$ cat src/odp_pkg.sv
// Shared types and constants for the ordered dither to web palette unit.
// No dependencies; used by the top level, the channel quantiser and the checker.
package odp_pkg;

	// Signed width of the quantiser numerator, sized for matrix orders up to 5
	localparam int NUM_W = 24;

	localparam int LEVEL_MAX = 5;

	localparam logic [7:0] LEVEL_STEP = 8'd51;

	localparam logic [7:0] RED_WEIGHT = 8'd36;

	localparam logic [7:0] GREEN_WEIGHT = 8'd6;

	typedef logic [2:0] level_t;

	// Load enables of the quantiser stages
	typedef struct packed {
		logic s2;
		logic s3;
	} stage_en_t;

	// Base 2x2 Bayer matrix, indexed [y][x]
	localparam logic [1:0] BASE_THRESH [2][2] = '{'{2'd0, 2'd2}, '{2'd3, 2'd1}};

endpackage

$ cat src/ordered_dither_to_216_palette_unit.sv
// Top level of the ordered dither to 216-colour web palette unit.
// Depends on odp_pkg and odp_chan.
//
// Usage:
//   The source channel (src_valid/src_ready) carries one pixel per item: its
//   x and y coordinates and 8-bit red, green and blue. The destination channel
//   (dst_valid/dst_ready) returns one item per pixel: the palette index
//   36r+6g+b and the three levels scaled by 51.
//   An accepted item reaches dst_valid through the four-stage pipeline
//   (threshold lookup, numerator, level compare, palette output), each stage
//   holding one item. One item is accepted every cycle while dst_ready holds.
//   When the receiver stalls, each stage holds its item while it is full and
//   the stage after it cannot take it; empty stages still fill, so src_ready
//   drops only once all four stages are full. Nothing is lost or repeated.
//   Reset clears all stage valid bits; the pipeline comes up empty and ready.
//   The Bayer matrix has side 2^MATRIX_ORDER and tiles the plane, so only the
//   low MATRIX_ORDER bits of each coordinate are used.
module ordered_dither_to_216_palette_unit #(
	parameter int MATRIX_ORDER = 2
) (
	input  logic        clk,
	input  logic        arst_n,
	input  logic        src_valid,
	output logic        src_ready,
	input  logic [15:0] pixel_x,
	input  logic [15:0] pixel_y,
	input  logic [7:0]  red_in,
	input  logic [7:0]  green_in,
	input  logic [7:0]  blue_in,
	output logic        dst_valid,
	input  logic        dst_ready,
	output logic [7:0]  palette_index,
	output logic [7:0]  red_out,
	output logic [7:0]  green_out,
	output logic [7:0]  blue_out
);

	localparam int D_W = 2 * MATRIX_ORDER;

	logic v_s1, v_s2, v_s3, v_s4;
	logic en1, en4;
	odp_pkg::stage_en_t en_q;

	logic [D_W-1:0] d_c;
	logic [D_W-1:0] d_s1;
	logic [7:0]     red_s1, green_s1, blue_s1;

	odp_pkg::level_t lr, lg, lb;

	logic [7:0] idx_s4, red_s4, green_s4, blue_s4;

	// A stage loads when it is empty or its item moves on
	assign en4     = !v_s4 || dst_ready;
	assign en_q.s3 = !v_s3 || en4;
	assign en_q.s2 = !v_s2 || en_q.s3;
	assign en1     = !v_s1 || en_q.s2;

	assign src_ready = en1;

	// Threshold: one base-matrix digit per coordinate bit, lowest bit most significant
	always_comb begin
		d_c = '0;
		for (int b = 0; b < MATRIX_ORDER; b++) begin
			d_c[2*(MATRIX_ORDER-1-b) +: 2] = odp_pkg::BASE_THRESH[pixel_y[b]][pixel_x[b]];
		end
	end

	always_ff @(posedge clk or negedge arst_n) begin
		if (!arst_n) begin
			v_s1 <= 1'b0;
			v_s2 <= 1'b0;
			v_s3 <= 1'b0;
			v_s4 <= 1'b0;
		end else begin
			if (en1) begin
				v_s1 <= src_valid;
			end
			if (en_q.s2) begin
				v_s2 <= v_s1;
			end
			if (en_q.s3) begin
				v_s3 <= v_s2;
			end
			if (en4) begin
				v_s4 <= v_s3;
			end
		end
	end

	always_ff @(posedge clk) begin
		if (en1) begin
			d_s1     <= d_c;
			red_s1   <= red_in;
			green_s1 <= green_in;
			blue_s1  <= blue_in;
		end
	end

	odp_chan #(.MATRIX_ORDER(MATRIX_ORDER)) u_red (
		.clk    (clk),
		.en     (en_q),
		.thresh (d_s1),
		.chan   (red_s1),
		.level  (lr)
	);

	odp_chan #(.MATRIX_ORDER(MATRIX_ORDER)) u_green (
		.clk    (clk),
		.en     (en_q),
		.thresh (d_s1),
		.chan   (green_s1),
		.level  (lg)
	);

	odp_chan #(.MATRIX_ORDER(MATRIX_ORDER)) u_blue (
		.clk    (clk),
		.en     (en_q),
		.thresh (d_s1),
		.chan   (blue_s1),
		.level  (lb)
	);

	always_ff @(posedge clk) begin
		if (en4) begin
			idx_s4   <= odp_pkg::RED_WEIGHT * {5'b0, lr}
				+ odp_pkg::GREEN_WEIGHT * {5'b0, lg} + {5'b0, lb};
			red_s4   <= odp_pkg::LEVEL_STEP * {5'b0, lr};
			green_s4 <= odp_pkg::LEVEL_STEP * {5'b0, lg};
			blue_s4  <= odp_pkg::LEVEL_STEP * {5'b0, lb};
		end
	end

	assign dst_valid     = v_s4;
	assign palette_index = idx_s4;
	assign red_out       = red_s4;
	assign green_out     = green_s4;
	assign blue_out      = blue_s4;

endmodule

$ cat src/odp_chan.sv
// Quantiser for one colour channel: numerator stage, then level compare stage.
// Depends on odp_pkg for widths, level type and stage enables.
module odp_chan #(
	parameter int MATRIX_ORDER = 2
) (
	input  logic                      clk,
	input  odp_pkg::stage_en_t        en,
	input  logic [2*MATRIX_ORDER-1:0] thresh,
	input  logic [7:0]                chan,
	output odp_pkg::level_t           level
);

	localparam int K = 1 + (1 << (2 * MATRIX_ORDER));

	logic [odp_pkg::NUM_W-1:0] num_c;
	logic [odp_pkg::NUM_W-1:0] num_s2;
	odp_pkg::level_t           lvl_c;
	odp_pkg::level_t           level_s3;

	// 6cK + 1536(1+d) - 640K, in two's complement
	always_comb begin
		num_c = odp_pkg::NUM_W'(chan) * odp_pkg::NUM_W'(6 * K)
			+ (odp_pkg::NUM_W'(thresh) + odp_pkg::NUM_W'(1)) * odp_pkg::NUM_W'(1536)
			- odp_pkg::NUM_W'(640 * K);
	end

	always_ff @(posedge clk) begin
		if (en.s2) begin
			num_s2 <= num_c;
		end
	end

	// Level is the count of multiples of 256K reached, capped at LEVEL_MAX; negative gives zero
	always_comb begin
		lvl_c = '0;
		if (!num_s2[odp_pkg::NUM_W-1]) begin
			for (int l = 1; l <= odp_pkg::LEVEL_MAX; l++) begin
				if (num_s2 >= odp_pkg::NUM_W'(256 * K * l)) begin
					lvl_c = odp_pkg::level_t'(l);
				end
			end
		end
	end

	always_ff @(posedge clk) begin
		if (en.s3) begin
			level_s3 <= lvl_c;
		end
	end

	assign level = level_s3;

endmodule

$ cat config.mk
export PLATFORM = sky130hd
export DESIGN_NAME = ordered_dither_to_216_palette_unit
export DESIGN_NICKNAME = d
export VERILOG_FILES = /design/src/odp_pkg.sv /design/src/ordered_dither_to_216_palette_unit.sv /design/src/odp_chan.sv
export SDC_FILE = /design/constraint.sdc
export NUM_CORES = 1
export LEC_CHECK = 0
export BUFFER_PORTS_ARGS = -buffer_cell sky130_fd_sc_hd__buf_4
export CORE_ASPECT_RATIO = 1.75
export CORE_MARGIN = 4
export CORE_UTILIZATION = 55
export CTS_CLUSTER_DIAMETER = 100
export CTS_CLUSTER_SIZE = 16
export DETAILED_ROUTE_END_ITERATION = 16
export MAX_ROUTING_LAYER = met4
export PLACE_DENSITY_LB_ADDON = 0.3
export REMOVE_ABC_BUFFERS = 1
export SLEW_MARGIN = 20
export SYNTH_ARGS = -nofsm -noshare
export SYNTH_HDL_FRONTEND = slang
export SYNTH_SLANG_ARGS = --single-unit
$ cat constraint.sdc
create_clock -name clk -period 12.7 [get_ports clk]
set_input_delay 2.54 -clock clk [delete_from_list [all_inputs] [get_ports clk]]
set_output_delay 2.54 -clock clk [all_outputs]
set_load 0.05 [all_outputs]
==> run summary <==
Status = finished clean
Crit-path leading delay family = buffers and inverters
Critical path endpoint category = output port
1st-pass router iterations = 4
Total GRT Usage = 17.0%
First-pass GRT wire length = 24,900 µm
Worst-Margin Slew = 631 ps
Fraction of registers with async set/reset = 3.33%
Synthesized flop and latch total = 120
RSZ-0062 raised after global routing = false
CTS tree = built
Die area = 0.0186 mm²
Post-DP HPWL = 11,500 µm
H-tree levels = 4
Final Skew = 12.1 ps
Setup tns final = 0 ps
Post-Syn Area = 0.00903 mm²
Predominant post-synthesis flop cell = edfxtp_1
Sequential cell area = 0.00358 mm²
Yosys warns = 0
Num Clock Sinks = 120
Critical Path, Cell by Cell = buf_4 > nor2b_1 > nand4_1 > buf_4 > buf_4
PortBufs = 65
Critical Path Start Type = input pin
GRT overflow = 0
Multi-input gate area = 0.00499 mm²
Sequential fraction of the synthesis area = 39.7%
Drt drc = 0
Synth cell types = 53
Later-pin clock latency in the skew report = 410 ps
Largest net degree at the start of global routing = 50
Arrival time worst endpoint = 3730 ps
F_max = 0.159 GHz
Type of the worst setup path = input pin to output port
Post_cts resized = 0
Tmin final = 6270 ps
Initial DRC count = 169
Worst min path class = flip-flop to flip-flop
Syn Area/Cell = 11.6 µm²
Fin. Hold Viols = 0
Worst path slowest cell = nor2b_1
Final slew viol count = 0
Routed WL per cell = 13.3 µm
Post-CTS setup buffer count = 0
Synthesis-to-finish area growth = 15.8%
Routed vias = 5,706
Max Fanout on Critical Path = 30
Clk slew on worst S/H paths = 60 ps
Cts bufs inserted = 17
Nets@finish = 1,124
Initial antenna violation count = 0
Worst path most repeated cell = buf_4
Placer Congestion = 0.850
Final period util = 49.4%
Ports = 94
Vias per inst = 5.35
Share of cells above drive strength 1 = 13.6%
Die width = 105 µm
Die H = 178 µm
Max incr delay on CP = 400 ps
CP Data Required Time = 10,160 ps
Max clock buf depth = 2
DRT antenna net count = 0
Rel. slew slack = 57.9%
Diode count = 0
Post-synthesis instance total = 781
Worst Path Buf+Inv = 3
Clk root buf = clkbuf_16
Fillers = 1,240
Routed WL = 14,100 µm
Vias in the first global route = 5,915
Hold-fix buffers, CTS = 0
Initial Utilization = 56.4%
Setup violations, final = 0
Max-cap violation count = 0
Core box area = 0.0160 mm²
Num rows = 61
Post-synth EDFFs = 116
==> synthesized netlist by cell type, types with 4 or more instances <==
library cell,instances,area share [%]
ha_1,169,23
inv_1,122,5.1
edfxtp_1,116,39
xnor2_1,54,5.2
a21oi_1,38,2.1
fa_1,30,6.6
nor2_1,27,1.1
nand2_1,23,0.96
o21ai_0,21,1.2
xor2_1,20,1.9
and2_1,17,1.2
a31oi_1,13,0.90
a21o_1,12,1.0
nand3_1,12,0.66
o21a_1,11,0.91
nor3_1,8,0.44
and3_1,7,0.48
nor2b_1,7,0.48
nor4_1,7,0.48
o21bai_1,6,0.50
nand2b_1,5,0.35
a211oi_1,4,0.33
dfrtp_1,4,1.1
nand4_1,4,0.28
or2_2,4,0.28
==> cell usage in the layout, fill, tap and decap left out, drive strengths merged, types with 8 or more instances in the layout <==
master / Yosys / layout
nor2: 27 / 27
and2: 19 / 19
fa: 30 / 30
xor2: 20 / 20
a21o: 14 / 14
nor3: 8 / 8
o21a: 11 / 11
and3: 8 / 8
edfxtp: 116 / 116
buf: 2 / 67
ha: 169 / 169
inv: 122 / 123
clkbuf: 0 / 18
xnor2: 54 / 54
a31oi: 13 / 13
o21ai: 24 / 24
nand3: 12 / 12
nand2: 23 / 23
a21oi: 40 / 40
==> kinds of logic after synthesis <==
family | synth area share, %
xor gates and xnor gates | 7.17
AOI/OAI and AO/OA | 10.2
muxes | 0.125
and+or+nand+nor | 7.49
DFF | 39.7
adders and majority gates | 30.2
buffers and inverters | 5.21
==> cell type report <==
class	count	area share [%]
Clock buffer	18	4.20
Clock inverter	14	2.34
Inverter	122	4.38
Multi-Input combinational cell	537	47.7
Sequential cell	120	34.3
Tap cell	189	2.26
Timing Repair Buffer	67	4.81
==> metal layers <==
layer / vias to the layer above / track usage [%] / share of wire, %
met4: 0 / 6.68 / 2.4
li1: 2934 / - / -
met2: 100 / 34.0 / 59
met5: - / - / 0
met1: 2642 / 15.5 / 36
met3: 30 / 2.88 / 2.7
==> registers in the layout, summed over array words and instances (netlist names), 4 cells and up <==
| signal | flops |
|---|---|
| green_s1 | 8 |
| u_green.num_s2 | 16 |
| green_out | 8 |
| blue_out | 7 |
| palette_index | 8 |
| red_out | 8 |
| blue_s1 | 8 |
| d_s1 | 4 |
| red_s1 | 8 |
| u_red.num_s2 | 16 |
| u_blue.num_s2 | 16 |
==> per-stage QoR <==
stage	worst slack [ps]	hold slack, ps	util (%)	cell area [µm²]	instances
floorplan	6130	435	-	9020	779
global placement	6560	463	60.9	9770	1035
detailed placement	6540	470	60.9	9770	1035
CTS	6530	513	65.2	10500	1067
global route	6330	517	65.3	10500	1067
finish	6430	508	65.3	10500	1067
==> worst reg2reg max path, cell delays in order, from the launching register on <==
cell and delay [ps]:
edfxtp_1 450, ha_1 360, fa_1 510, fa_1 510, inv_1 40, ha_1 360, and3_1 230, a2111oi_4 410
o21bai_1 100, a21oi_1 180, xnor2_1 140, ha_1 250, ha_1 350, o21ai_0 100, o21a_1 160, o21ai_0 80
a21oi_1 390, xnor2_1 110
==> final timing paths <==
kind	startpoint	endpoint	slack, ps	cells after the start
max reg2reg	blue_s1[7]$_DFFE_PP_	u_blue.num_s2[15]$_DFFE_PP_	7710	17
min	v_s1$_DFFE_PN0P_	v_s2$_DFFE_PN0P_	510	1
min reg2reg	v_s1$_DFFE_PN0P_	v_s2$_DFFE_PN0P_	510	1
max	dst_ready	src_ready	6430	5
min in group asynchronous	arst_n	v_s1$_DFFE_PN0P_	1920	1
max in group asynchronous	arst_n	dst_valid$_DFFE_PN0P_	10670	1
Power is not shown: default switching activity piles up to over one toggle a cycle in this logic, so the estimate is an artifact.
